**src/rtl/asm_pkg.sv**
```systemverilog
// Types and constants of the approximate substring matcher
package asm_pkg;

  localparam int KIND_W = 2;
  localparam int SYM_W  = 8;
  localparam int IDX_W  = 6;
  localparam int K_W    = 6;
  localparam int LEN_W  = 7;
  localparam int POS_W  = 32;
  localparam int CFG_IDX_W = 1;

  localparam logic [KIND_W-1:0] KIND_LOAD    = 2'd0;
  localparam logic [KIND_W-1:0] KIND_TEXT    = 2'd1;
  localparam logic [KIND_W-1:0] KIND_RESTART = 2'd2;

  localparam logic [CFG_IDX_W-1:0] CFG_THRESHOLD = 1'b0;
  localparam logic [CFG_IDX_W-1:0] CFG_LENGTH    = 1'b1;

  typedef struct packed {
    logic [KIND_W-1:0] kind;
    logic [SYM_W-1:0]  symbol;
    logic [IDX_W-1:0]  pattern_index;
  } in_item_t;

  typedef struct packed {
    logic [POS_W-1:0] match_end;
  } out_item_t;

endpackage

```
**src/rtl/asm_stream_if.sv**
```systemverilog
// Valid/ready item channel with a typed payload
interface asm_stream_if #(
  parameter type payload_t = logic
) ();
  logic     valid;
  logic     ready;
  payload_t data;

  modport source (output valid, output data, input ready);
  modport sink (input valid, input data, output ready);
endinterface

```
**src/rtl/asm_cell.sv**
```systemverilog
// One row cell: pattern byte, column cost and the wavefront hand-over
module asm_cell
  import asm_pkg::*;
#(
  parameter int CW  = 7,
  parameter int ROW = 0
) (
  input  logic             clk_i,
  input  logic             rst_ni,
  input  logic             restart_i,
  input  logic             load_en_i,
  input  logic [SYM_W-1:0] load_sym_i,
  input  logic [SYM_W-1:0] sym_i,
  input  logic [K_W-1:0]   thresh_i,
  input  logic             tok_i,
  input  logic [CW-1:0]    cur_i,
  input  logic [CW-1:0]    diag_i,
  output logic             tok_o,
  output logic [CW-1:0]    cur_o,
  output logic [CW-1:0]    diag_o,
  output logic             good_o
);

  localparam int KW = (CW > K_W) ? CW : K_W;
  localparam logic [CW-1:0] RESET_COST = CW'(ROW + 1);

  logic [SYM_W-1:0] pat_q;
  logic [CW-1:0]    cost_q;
  logic             tok_q;
  logic [CW-1:0]    cur_q;
  logic [CW-1:0]    diag_q;
  logic [CW-1:0]    min_v;
  logic [CW-1:0]    cur_d;

  always_comb begin
    min_v = diag_i;
    if (cur_i < min_v) begin
      min_v = cur_i;
    end
    if (cost_q < min_v) begin
      min_v = cost_q;
    end
    cur_d  = (pat_q == sym_i) ? diag_i : min_v + CW'(1);
    good_o = tok_i && (KW'(cur_d) <= KW'(thresh_i));
  end

  always_ff @(posedge clk_i or negedge rst_ni) begin
    if (!rst_ni) begin
      cost_q <= RESET_COST;
      tok_q  <= 1'b0;
    end else begin
      tok_q <= tok_i;
      if (restart_i) begin
        cost_q <= RESET_COST;
      end else if (tok_i) begin
        cost_q <= cur_d;
      end
    end
  end

  always_ff @(posedge clk_i) begin
    if (load_en_i) begin
      pat_q <= load_sym_i;
    end
    cur_q  <= cur_d;
    diag_q <= cost_q;
  end

  assign tok_o  = tok_q;
  assign cur_o  = cur_q;
  assign diag_o = diag_q;

endmodule

```
**src/rtl/approx_substring_matcher_top.sv**
```systemverilog
// Top level of the approximate substring matcher: control and cell row
// Load, restart and unused items leave the control idle; ready stays high.
// A text item walks the cost wavefront along the first min(active rows, length)
// cells, one cell per cycle; then S_FIN settles the cut-off, waiting there while a
// new match meets an untaken result. A match result is registered and shown the cycle after that settling step.
// Reset (async, active low) clears control, costs to row + 1, position to 0.
module approx_substring_matcher_top
  import asm_pkg::*;
#(
  parameter int MAX_PATTERN = 64
) (
  input  logic                 clk_i,
  input  logic                 rst_ni,
  asm_stream_if.sink           in_i,
  asm_stream_if.source         out_o,
  input  logic                 cfg_we_i,
  input  logic [CFG_IDX_W-1:0] cfg_idx_i,
  input  logic [LEN_W-1:0]     cfg_data_i
);

  localparam int CW = $clog2(MAX_PATTERN + 1);
  localparam int RW = $clog2(MAX_PATTERN);
  localparam int LW = (CW > LEN_W) ? CW : LEN_W;
  localparam int IW = (RW > IDX_W) ? RW : IDX_W;
  localparam int SW = (CW > K_W + 1) ? CW : K_W + 1;

  localparam logic [1:0] S_IDLE = 2'd0;
  localparam logic [1:0] S_RUN  = 2'd1;
  localparam logic [1:0] S_FIN  = 2'd2;

  logic [1:0]       state_q, state_d;
  logic [K_W-1:0]   thresh_q;
  logic [LEN_W-1:0] len_q;
  logic [CW-1:0]    active_q, active_d;
  logic [POS_W-1:0] pos_q, pos_d;
  logic [SYM_W-1:0] sym_q;
  logic [CW-1:0]    last_q, last_d;
  logic [RW-1:0]    row_q, row_d;
  logic [CW-1:0]    good_last_q, good_last_d;
  logic             start_q, start_d;
  logic             out_valid_q, out_valid_d;
  logic [POS_W-1:0] out_data_q;

  logic [CW-1:0]    len_eff;
  logic [CW-1:0]    cap_last;
  logic [SW-1:0]    k_plus;
  logic [CW-1:0]    restart_active;
  logic [POS_W-1:0] pos_inc;
  logic             in_fire;
  logic             out_fire;
  logic             text_fire;
  logic             restart;
  logic             fin_hit;
  logic             fin_commit;
  logic             any_good;

  logic [MAX_PATTERN-1:0] tok_in;
  logic [CW-1:0]          cur_in  [MAX_PATTERN];
  logic [CW-1:0]          diag_in [MAX_PATTERN];
  logic [MAX_PATTERN-2:0] tok_out;
  logic [CW-1:0]          cur_out  [MAX_PATTERN-1];
  logic [CW-1:0]          diag_out [MAX_PATTERN-1];
  logic [MAX_PATTERN-1:0] good_vec;
  logic [MAX_PATTERN-1:0] load_en;

  always_comb begin
    if (len_q == '0) begin
      len_eff = CW'(1);
    end else if (LW'(len_q) > LW'(MAX_PATTERN)) begin
      len_eff = CW'(MAX_PATTERN);
    end else begin
      len_eff = CW'(len_q);
    end
    cap_last       = (active_q > len_eff) ? len_eff : active_q;
    k_plus         = SW'(thresh_q) + SW'(1);
    restart_active = (k_plus < SW'(len_eff)) ? CW'(k_plus) : len_eff;
    pos_inc        = (&pos_q) ? pos_q : pos_q + POS_W'(1);
  end

  assign in_i.ready = (state_q == S_IDLE);
  assign in_fire    = in_i.valid && in_i.ready;
  assign out_fire   = out_valid_q && out_o.ready;
  assign text_fire  = in_fire && (in_i.data.kind == KIND_TEXT);
  assign restart    = in_fire && (in_i.data.kind == KIND_RESTART);
  assign any_good   = |good_vec;
  assign fin_hit    = (good_last_q == len_eff);
  assign fin_commit = (state_q == S_FIN) && !(fin_hit && out_valid_q && !out_o.ready);

  always_comb begin
    state_d     = state_q;
    active_d    = active_q;
    pos_d       = pos_q;
    last_d      = last_q;
    row_d       = row_q;
    good_last_d = good_last_q;
    start_d     = 1'b0;
    out_valid_d = out_valid_q && !out_fire;
    case (state_q)
      S_IDLE: begin
        if (text_fire) begin
          last_d      = cap_last;
          row_d       = '0;
          good_last_d = '0;
          start_d     = 1'b1;
          state_d     = S_RUN;
        end else if (restart) begin
          active_d = restart_active;
          pos_d    = '0;
        end
      end
      S_RUN: begin
        if (any_good) begin
          good_last_d = CW'(row_q) + CW'(1);
        end
        if (row_q == RW'(last_q - CW'(1))) begin
          state_d = S_FIN;
        end else begin
          row_d = row_q + RW'(1);
        end
      end
      S_FIN: begin
        if (fin_commit) begin
          active_d = fin_hit ? good_last_q : good_last_q + CW'(1);
          pos_d    = pos_inc;
          if (fin_hit) begin
            out_valid_d = 1'b1;
          end
          state_d = S_IDLE;
        end
      end
      default: begin
        state_d = S_IDLE;
      end
    endcase
  end

  always_ff @(posedge clk_i or negedge rst_ni) begin
    if (!rst_ni) begin
      state_q     <= S_IDLE;
      thresh_q    <= '0;
      len_q       <= LEN_W'(1);
      active_q    <= CW'(1);
      pos_q       <= '0;
      last_q      <= CW'(1);
      row_q       <= '0;
      good_last_q <= '0;
      start_q     <= 1'b0;
      out_valid_q <= 1'b0;
    end else begin
      state_q     <= state_d;
      active_q    <= active_d;
      pos_q       <= pos_d;
      last_q      <= last_d;
      row_q       <= row_d;
      good_last_q <= good_last_d;
      start_q     <= start_d;
      out_valid_q <= out_valid_d;
      if (cfg_we_i) begin
        case (cfg_idx_i)
          CFG_THRESHOLD: thresh_q <= cfg_data_i[K_W-1:0];
          CFG_LENGTH:    len_q    <= cfg_data_i;
          default:       len_q    <= len_q;
        endcase
      end
    end
  end

  always_ff @(posedge clk_i) begin
    if (text_fire) begin
      sym_q <= in_i.data.symbol;
    end
    if (fin_commit && fin_hit) begin
      out_data_q <= pos_inc;
    end
  end

  assign out_o.valid          = out_valid_q;
  assign out_o.data.match_end = out_data_q;

  for (genvar i = 0; i < MAX_PATTERN; i++) begin : g_cell
    assign load_en[i] = in_fire && (in_i.data.kind == KIND_LOAD)
                        && (IW'(in_i.data.pattern_index) == IW'(i));
    if (i == 0) begin : g_head
      assign tok_in[i]  = start_q;
      assign cur_in[i]  = '0;
      assign diag_in[i] = '0;
    end else begin : g_link
      assign tok_in[i]  = tok_out[i-1] && (CW'(i) < last_q);
      assign cur_in[i]  = cur_out[i-1];
      assign diag_in[i] = diag_out[i-1];
    end
    if (i < MAX_PATTERN - 1) begin : g_mid
      asm_cell #(.CW(CW), .ROW(i)) u_cell (
        .clk_i      (clk_i),
        .rst_ni     (rst_ni),
        .restart_i  (restart),
        .load_en_i  (load_en[i]),
        .load_sym_i (in_i.data.symbol),
        .sym_i      (sym_q),
        .thresh_i   (thresh_q),
        .tok_i      (tok_in[i]),
        .cur_i      (cur_in[i]),
        .diag_i     (diag_in[i]),
        .tok_o      (tok_out[i]),
        .cur_o      (cur_out[i]),
        .diag_o     (diag_out[i]),
        .good_o     (good_vec[i])
      );
    end else begin : g_tail
      asm_cell #(.CW(CW), .ROW(i)) u_cell (
        .clk_i      (clk_i),
        .rst_ni     (rst_ni),
        .restart_i  (restart),
        .load_en_i  (load_en[i]),
        .load_sym_i (in_i.data.symbol),
        .sym_i      (sym_q),
        .thresh_i   (thresh_q),
        .tok_i      (tok_in[i]),
        .cur_i      (cur_in[i]),
        .diag_i     (diag_in[i]),
        .tok_o      (),
        .cur_o      (),
        .diag_o     (),
        .good_o     (good_vec[i])
      );
    end
  end

endmodule

```
**src/flat_wrapper.sv**
```systemverilog
// flat-port wrapper written by rule: the top's interface ports become plain ports
module approx_substring_matcher_top_flat import asm_pkg::*;
#(
  parameter int MAX_PATTERN = 64
)
  (clk_i, rst_ni, cfg_we_i, cfg_idx_i, cfg_data_i, in_i_valid, in_i_data, in_i_ready, out_o_valid, out_o_data, out_o_ready);
  asm_stream_if #(.payload_t(in_item_t)) in_i_i ();
  asm_stream_if #(.payload_t(out_item_t)) out_o_i ();
  input  logic clk_i;
  input  logic rst_ni;
  input  logic cfg_we_i;
  input  logic [CFG_IDX_W-1:0] cfg_idx_i;
  input  logic [LEN_W-1:0] cfg_data_i;
  input wire logic [$bits(in_i_i.valid)-1:0] in_i_valid;
  input wire logic [$bits(in_i_i.data)-1:0] in_i_data;
  output wire logic [$bits(in_i_i.ready)-1:0] in_i_ready;
  output wire logic [$bits(out_o_i.valid)-1:0] out_o_valid;
  output wire logic [$bits(out_o_i.data)-1:0] out_o_data;
  input wire logic [$bits(out_o_i.ready)-1:0] out_o_ready;
  assign in_i_i.valid = in_i_valid;
  assign in_i_i.data = in_i_data;
  assign in_i_ready = in_i_i.ready;
  assign out_o_valid = out_o_i.valid;
  assign out_o_data = out_o_i.data;
  assign out_o_i.ready = out_o_ready;
  approx_substring_matcher_top #(.MAX_PATTERN(MAX_PATTERN)) u_core (.clk_i(clk_i), .rst_ni(rst_ni), .in_i(in_i_i), .out_o(out_o_i), .cfg_we_i(cfg_we_i), .cfg_idx_i(cfg_idx_i), .cfg_data_i(cfg_data_i));
endmodule
```
**config.mk**
```make
export PLATFORM = sky130hd
export DESIGN_NAME = approx_substring_matcher_top_flat
export DESIGN_NICKNAME = d
export VERILOG_FILES = /design/src/rtl/asm_pkg.sv /design/src/rtl/asm_stream_if.sv /design/src/rtl/asm_cell.sv /design/src/rtl/approx_substring_matcher_top.sv /design/src/flat_wrapper.sv
export SDC_FILE = /design/constraint.sdc
export NUM_CORES = 2
export LEC_CHECK = 0
export BUFFER_PORTS_ARGS = -buffer_cell sky130_fd_sc_hd__buf_2
export CORE_MARGIN = 4
export CORE_UTILIZATION = 55
export DETAILED_ROUTE_END_ITERATION = 10
export PLACE_DENSITY = 0.82
export SLEW_MARGIN = 10
export SYNTH_ARGS = -nofsm -noshare
export SYNTH_HDL_FRONTEND = slang
export SYNTH_SLANG_ARGS = --single-unit
```
**constraint.sdc**
```tcl
create_clock -name clk_i -period 9.3 [get_ports clk_i]
set_clock_uncertainty 0.05 [all_clocks]
set_input_delay 0.93 -clock clk_i [delete_from_list [all_inputs] [get_ports clk_i]]
set_output_delay 0.93 -clock clk_i [all_outputs]
set_load 0.01 [all_outputs]
```
# After elaboration in Yosys (flattened, before gate mapping)
# Index checks and enable logic that the tools add are counted.
dict set report totals {
  register_bits 2021
  in_bits 29
  output_inout_bits 34
  word_cells 1428
}
dict set report classes {
  n_addsub 70
  n_lt_le_gt_ge 257
  eq_ne 140
  mux 348
  bitwise 1
  reduce_logical 283
}
# op n
set ops {}
lappend ops {{two-way mux 7 bit} 329}
lappend ops {{< comparator 7 bit} 127}
lappend ops {{== test 8 bit} 64}
lappend ops {{adder 7 x 1 -> 7 bit (second input constant)} 65}
lappend ops {{<= comparator 7 x 6 -> 1 bit} 64}
lappend ops {{< comparator 6 x 7 -> 1 bit (first input constant)} 32}
lappend ops {{logical AND 1 bit} 201}
lappend ops {{== test 6 bit (second input constant)} 32}
lappend ops {{nonzero test 2 bit} 66}
lappend ops {{two-way mux 32 bit} 4}
lappend ops {{< comparator 5 x 7 -> 1 bit (first input constant)} 16}
lappend ops {{== test 6 x 5 -> 1 bit (second input constant)} 16}
lappend ops {{one-hot mux 32 bit (2 select lines)} 1}
lappend ops {{OR reduction 64 bit} 1}
lappend ops {{< comparator 4 x 7 -> 1 bit (first input constant)} 8}
lappend ops {{== test 6 x 4 -> 1 bit (second input constant)} 8}
lappend ops {{adder 32 x 1 -> 32 bit (second input constant)} 1}
lappend ops {{AND reduction 32 bit} 1}
lappend ops {{< comparator 3 x 7 -> 1 bit (first input constant)} 4}
lappend ops {{one-hot mux 7 bit (2 select lines)} 2}
lappend ops {{== test 6 x 3 -> 1 bit (second input constant)} 4}
lappend ops {{adder 6 x 1 -> 7 bit (second input constant)} 2}
lappend ops {{< comparator 2 x 7 -> 1 bit (first input constant)} 2}
lappend ops {{== test 6 x 2 -> 1 bit (second input constant)} 2}
lappend ops {{26 further kinds} 47}

# Logic depth before layout (Yosys ltp)
dict set report logic_depth {
  word_depth 11
  mapped_depth 40
}

# Worst setup path after synthesis
# No wires, ideal clock.
dict set report synth_timing {
  path_kind {register to register}
  start {register u_core.g_cell[19].g_mid.u_cell.diag_q[4]}
  end {register u_core.good_last_q[1]}
  setup_ps 122
  arrival_ps 7571
  slack_ps 1558
  path_stages_with_launch 35
  synth_period_minus_slack_ps 7742
  path_cell_list {dfxtp_1 inv_1 ha_1 o21a_1 o21a_1 or2_2 nand2_1 buf_1 nor2_1 a21oi_1 ha_1 and3_1 a221o_1 a21o_1 a31oi_1 mux2_2 nor3b_1 nand3_1 xor2_1 mux2i_1 a21oi_1 inv_1 ha_1 nand3_1 nor2b_1 o21ai_0 and3_1 a22o_1 or4_1 nor4_1 nand4_1 nor4_1 nand4_1 or3_1 a32o_1}
}
dict set report synth_between {
  elab_chain_len 11
}
# element line
set synth_rtl {}
lappend synth_rtl {{from (decl)} asm_cell.sv:31} ;# logic [CW-1:0] diag_q;
lappend synth_rtl {{from (signal assigned)} asm_cell.sv:66} ;# diag_q <= cost_q;
lappend synth_rtl {{< comparator 7 bit} asm_cell.sv:37} ;# if (cur_i < min_v) begin
lappend synth_rtl {{two-way mux 7 bit *} asm_cell.sv:37}
lappend synth_rtl {{< comparator 7 bit} asm_cell.sv:40} ;# if (cost_q < min_v) begin
lappend synth_rtl {{two-way mux 7 bit *} asm_cell.sv:40}
lappend synth_rtl {{adder 7 x 1 -> 7 bit *} asm_cell.sv:43} ;# cur_d = (pat_q == sym_i) ? diag_i : min_v + CW'(1);
lappend synth_rtl {{two-way mux 7 bit *} asm_cell.sv:43}
lappend synth_rtl {{via u_core.g_cell[20].g_mid.u_cell.cur_d[5]} asm_cell.sv:33} ;# logic [CW-1:0] cur_d;
lappend synth_rtl {{<= comparator 7 x 6 -> 1 bit *} asm_cell.sv:44} ;# good_o = tok_i && (KW'(cur_d) <= KW'(thresh_i));
lappend synth_rtl {{logical AND 1 bit *} asm_cell.sv:44}
lappend synth_rtl {{OR reduction 64 bit *} approx_substring_matcher_top.sv:85} ;# assign any_good = |good_vec;
lappend synth_rtl {{!= test 2 x 1 -> 1 bit (no source line) *} --}
lappend synth_rtl {{AND reduction 3 bit (no source line) *} --}
lappend synth_rtl {{to (signal assigned)} approx_substring_matcher_top.sv:155} ;# good_last_q <= good_last_d;
lappend synth_rtl {{to (decl)} approx_substring_matcher_top.sv:39} ;# logic [CW-1:0] good_last_q, good_last_d;
# The timed path passes the listed nets; every way through them passes the cells marked *.
# A chain may end at the register's enable or synchronous reset.

# Worst setup path after layout
dict set report layout_timing {
  start {register u_core.g_cell[53].g_mid.u_cell.diag_q[4]}
  end {register u_core.good_last_q[1]}
}
dict set report layout_between {
  elab_chain_len 11
}
# element line
set layout_rtl {}
lappend layout_rtl {{from (decl)} asm_cell.sv:31}
lappend layout_rtl {{from (signal assigned)} asm_cell.sv:66}
lappend layout_rtl {{< comparator 7 bit} asm_cell.sv:37}
lappend layout_rtl {{two-way mux 7 bit} asm_cell.sv:37}
lappend layout_rtl {{< comparator 7 bit} asm_cell.sv:40}
lappend layout_rtl {{two-way mux 7 bit} asm_cell.sv:40}
lappend layout_rtl {{adder 7 x 1 -> 7 bit} asm_cell.sv:43}
lappend layout_rtl {{two-way mux 7 bit *} asm_cell.sv:43}
lappend layout_rtl {{via u_core.g_cell[54].g_mid.u_cell.cur_d[4]} asm_cell.sv:33}
lappend layout_rtl {{<= comparator 7 x 6 -> 1 bit *} asm_cell.sv:44}
lappend layout_rtl {{logical AND 1 bit *} asm_cell.sv:44}
lappend layout_rtl {{OR reduction 64 bit *} approx_substring_matcher_top.sv:85}
lappend layout_rtl {{!= test 2 x 1 -> 1 bit (no source line) *} --}
lappend layout_rtl {{AND reduction 3 bit (no source line) *} --}
# Marks and branches as above.

==> run metrics <==
status=complete, no violations; IO Count=63; hpwl dp=240000 um; area post-placement=0.123 sq mm; synth-to-layout area growth=8.98%; CTS max path bufs=3; CTS HTree Levels=4; PortBufs=62; largest family of logic cells by synthesized area=simple AND/OR/NAND/NOR gates; GR Util All Layers=29.6%; most common cell in the netlist=nand2_1; met1 usage=39.5%; final period utilization=94.8%; WP data arrival=9.53 ns; Root Buffer=clkbuf_16; routed wire length=343000 um; Post-synth EDFFs=552; crit path time final=8.81 ns; CP Class=flip-flop to flip-flop; CTS tree=yes; slowest CP cell=a2111oi_0; cells after synthesis=12700; Initial DRC Count=10200; Post-synth top cells=1303 x nand2_1, 1147 x ha_1, 1101 x nor2_1, 1003 x a21oi_1, 870 x dfxtp_1; Synth Area in Simple Gates=15.5%; grt ovf=0; global-route wire length before repair=529000 um; Setup crit start=u_core.g_cell[53].g_mid.u_cell.diag_o[4]$_DFF_P_; max_cap viols=0; Nets=14000; post-synthesis mux area share=5.82%; largest net degree at the start of global routing=162; site row count=171; Synth area leaders=dfxtp_1 15%, edfxtp_1 14%, ha_1 12%; Fillers=17500; total CTS buffers=204; synthesized cell area=0.120 sq mm; critical path fanouts, max=13; clk_lat worst skew=0.89 ns; startpoint types=flip-flop; Post-Synth XOR/XNOR Area=7.99%; core area=0.217 sq mm; synth warn=0; RR Startpoint=u_core.g_cell[53].g_mid.u_cell.diag_o[4]$_DFF_P_; Post-Layout Inst Area=0.131 sq mm; library cell with the largest summed area after synthesis=dfxtp_1; Worst Path Required=10.02 ns; Slew @ Worst Pin=1.27 ns; slowest stage delay, CP=0.69 ns; Fin. Hold Viols=0; DRC viols=0; setup TNS=0 ns; #FFs+latches synth=2003; clock-pin transition on the worst setup and hold timing paths=0.07 ns; TritonRoute pass-1 iters=6; CTS Sinks=2003; library cells used by synthesis=118; Top FF cell, synth=dfxtp_1; count of pins over their slew limit=0; Hold Path Origin=cfg_data_i[0]; post-synthesis adder-cell area fraction=12.3%; met2 Use GR=45.8%; vias=97400; initial antenna violation count=11; WL per Instance=21.6 um; GP Congestion=0.976; Async SR Flop Fraction=29.0%; vias in the first global route=92700; die area=0.225 sq mm; Hold Crit Class=input port to flip-flop; layout cell share with drive strength beyond 1=8.48%; Die Ht=475 um; cell repeated most along the worst path=ha_1; GR Util met3=6.31%; fmax=0.113 GHz; Compound-Gate Fraction of Synth Area=13.9%; vias per cell=6.15; die width=475 um; syn avg cell area=9.41 sq um; Initial Util=55.2%; RSZ-0062 raised after global routing=no; Most Used Layer, Global Route=met2; post-route ant nets=0; final setup vio count=0; Yosys top cell area share=14.5%; crit end category=flip-flop; Max-slew headroom=14.7%; register area share after synthesis=40.7%
-- through the flow --
stage / setup WS (ns) / instances / hold WS, ns / util [%]
2_1_floorplan: 1.56 / 12700 / 0.297 / -
3_3_place_gp: 0.680 / 15500 / 0.305 / 56.8
3_5_place_dp: 0.686 / 15500 / 0.304 / 56.8
4_1_cts: 0.650 / 15800 / 0.243 / 60.2
5_1_grt: 0.0555 / 15800 / 0.293 / 60.2
6_report: 0.487 / 15800 / 0.290 / 60.2
-- state kept, by name, indices dropped and copies added, names as in the netlist --
name / flops
u_core.thresh_q: 6
u_core.state_q: 2
u_core.len_q: 7
u_core.g_cell.g_mid.u_cell.diag_o: 435
u_core.row_q: 6
u_core.sym_q: 8
u_core.g_cell.g_tail.u_cell.pat_q: 8
u_core.out_o.data: 32
u_core.g_cell.g_mid.u_cell.tok_o: 63
u_core.start_q: 1
u_core.g_cell.g_mid.u_cell.cost_q: 435
u_core.g_cell.g_mid.u_cell.cur_o: 435
u_core.out_o.valid: 1
u_core.g_cell.g_mid.u_cell.pat_q: 504
u_core.good_last_q: 7
u_core.pos_q: 32
u_core.active_q: 7
u_core.last_q: 7
u_core.g_cell.g_tail.u_cell.cost_q: 7
-- repair_timing --
item / in CTS / in global routing
gates resized for setup: 0 / 2
endpoints found under the setup margin: 0 / 4
setup buffers: 0 / 1
endpoints found under the hold margin: 34 / 0
hold buffers: 1 / 0
-- placed cells by master, fill, tap and decap left out, types with 175 or more instances in the layout --
cell type,count
a21o_1,196
a21oi_1,1002
clkbuf_16,207
dfrtp_1,380
dfstp_2,196
dfxtp_1,870
edfxtp_1,552
ha_1,1147
inv_1,767
mux2_2,188
mux2i_1,483
nand2_1,1303
nand3_1,452
nor2_1,1100
nor3_1,175
nor4_1,199
o21ai_0,566
xnor2_1,333
xor2_1,760
-- worst max-delay path, delay by kind of cell, from the launching register on --
kind	cells	cell delay (ns)
compound gates	14	3.57
simple gates	11	2.68
fa+ha+maj	4	1.23
mux	1	0.45
flops	1	0.30
buf+inv	2	0.26
xor+xnor	1	0.16
-- cell families after synthesis --
family	after synthesis
buffers and inverters	1141
and+or+nand+nor	4000
muxes	672
adders and majority gates	1185
other	1
DFF	2003
AOI/OAI and AO/OA	2641
xor gates and xnor gates	1093
-- path summary, 6_finish.rpt --
check / endpoint / slack, ns / cells after the start
min: u_core.thresh_q[0]$_DFFE_PN0P_ / 0.29 / 3
max in group asynchronous: u_core.g_cell[10].g_mid.u_cell.cost_q[6]$_DFFE_PN0P_ / 6.60 / 4
max: u_core.good_last_q[1]$_DFFE_PN0P_ / 0.49 / 33
min reg2reg: u_core.g_cell[55].g_mid.u_cell.diag_o[1]$_DFF_P_ / 0.32 / 0
max reg2reg: u_core.good_last_q[1]$_DFFE_PN0P_ / 0.49 / 33
min in group asynchronous: u_core.g_cell[31].g_mid.u_cell.cost_q[3]$_DFFE_PN0P_ / 0.52 / 2
-- routing by layer --
| layer | part of all wire, % | vias up |
|---|---|---|
| li1 | - | 45500 |
| met1 | 41 | 46700 |
| met2 | 44 | 4309 |
| met3 | 9.5 | 920 |
| met4 | 5.4 | 8 |
| met5 | 0.017 | - |
-- layout make-up --
type / count / area, sq um / area share [%]
Tap cell: 2854 / 3570 / 2.74
Clock inverter: 119 / 1430 / 1.10
Clock buffer: 270 / 5740 / 4.39
Timing Repair Buffer: 183 / 1330 / 1.02
Multi-Input combinational cell: 9599 / 66600 / 51.0
Antenna cell: 5 / 12.5 / 0.00958
Inverter: 816 / 3090 / 2.36
Sequential cell: 2003 / 48800 / 37.4
Power is left out: the tool's default activity adds up to more than one toggle a clock period on the data nets, which glitch-free logic cannot reach.
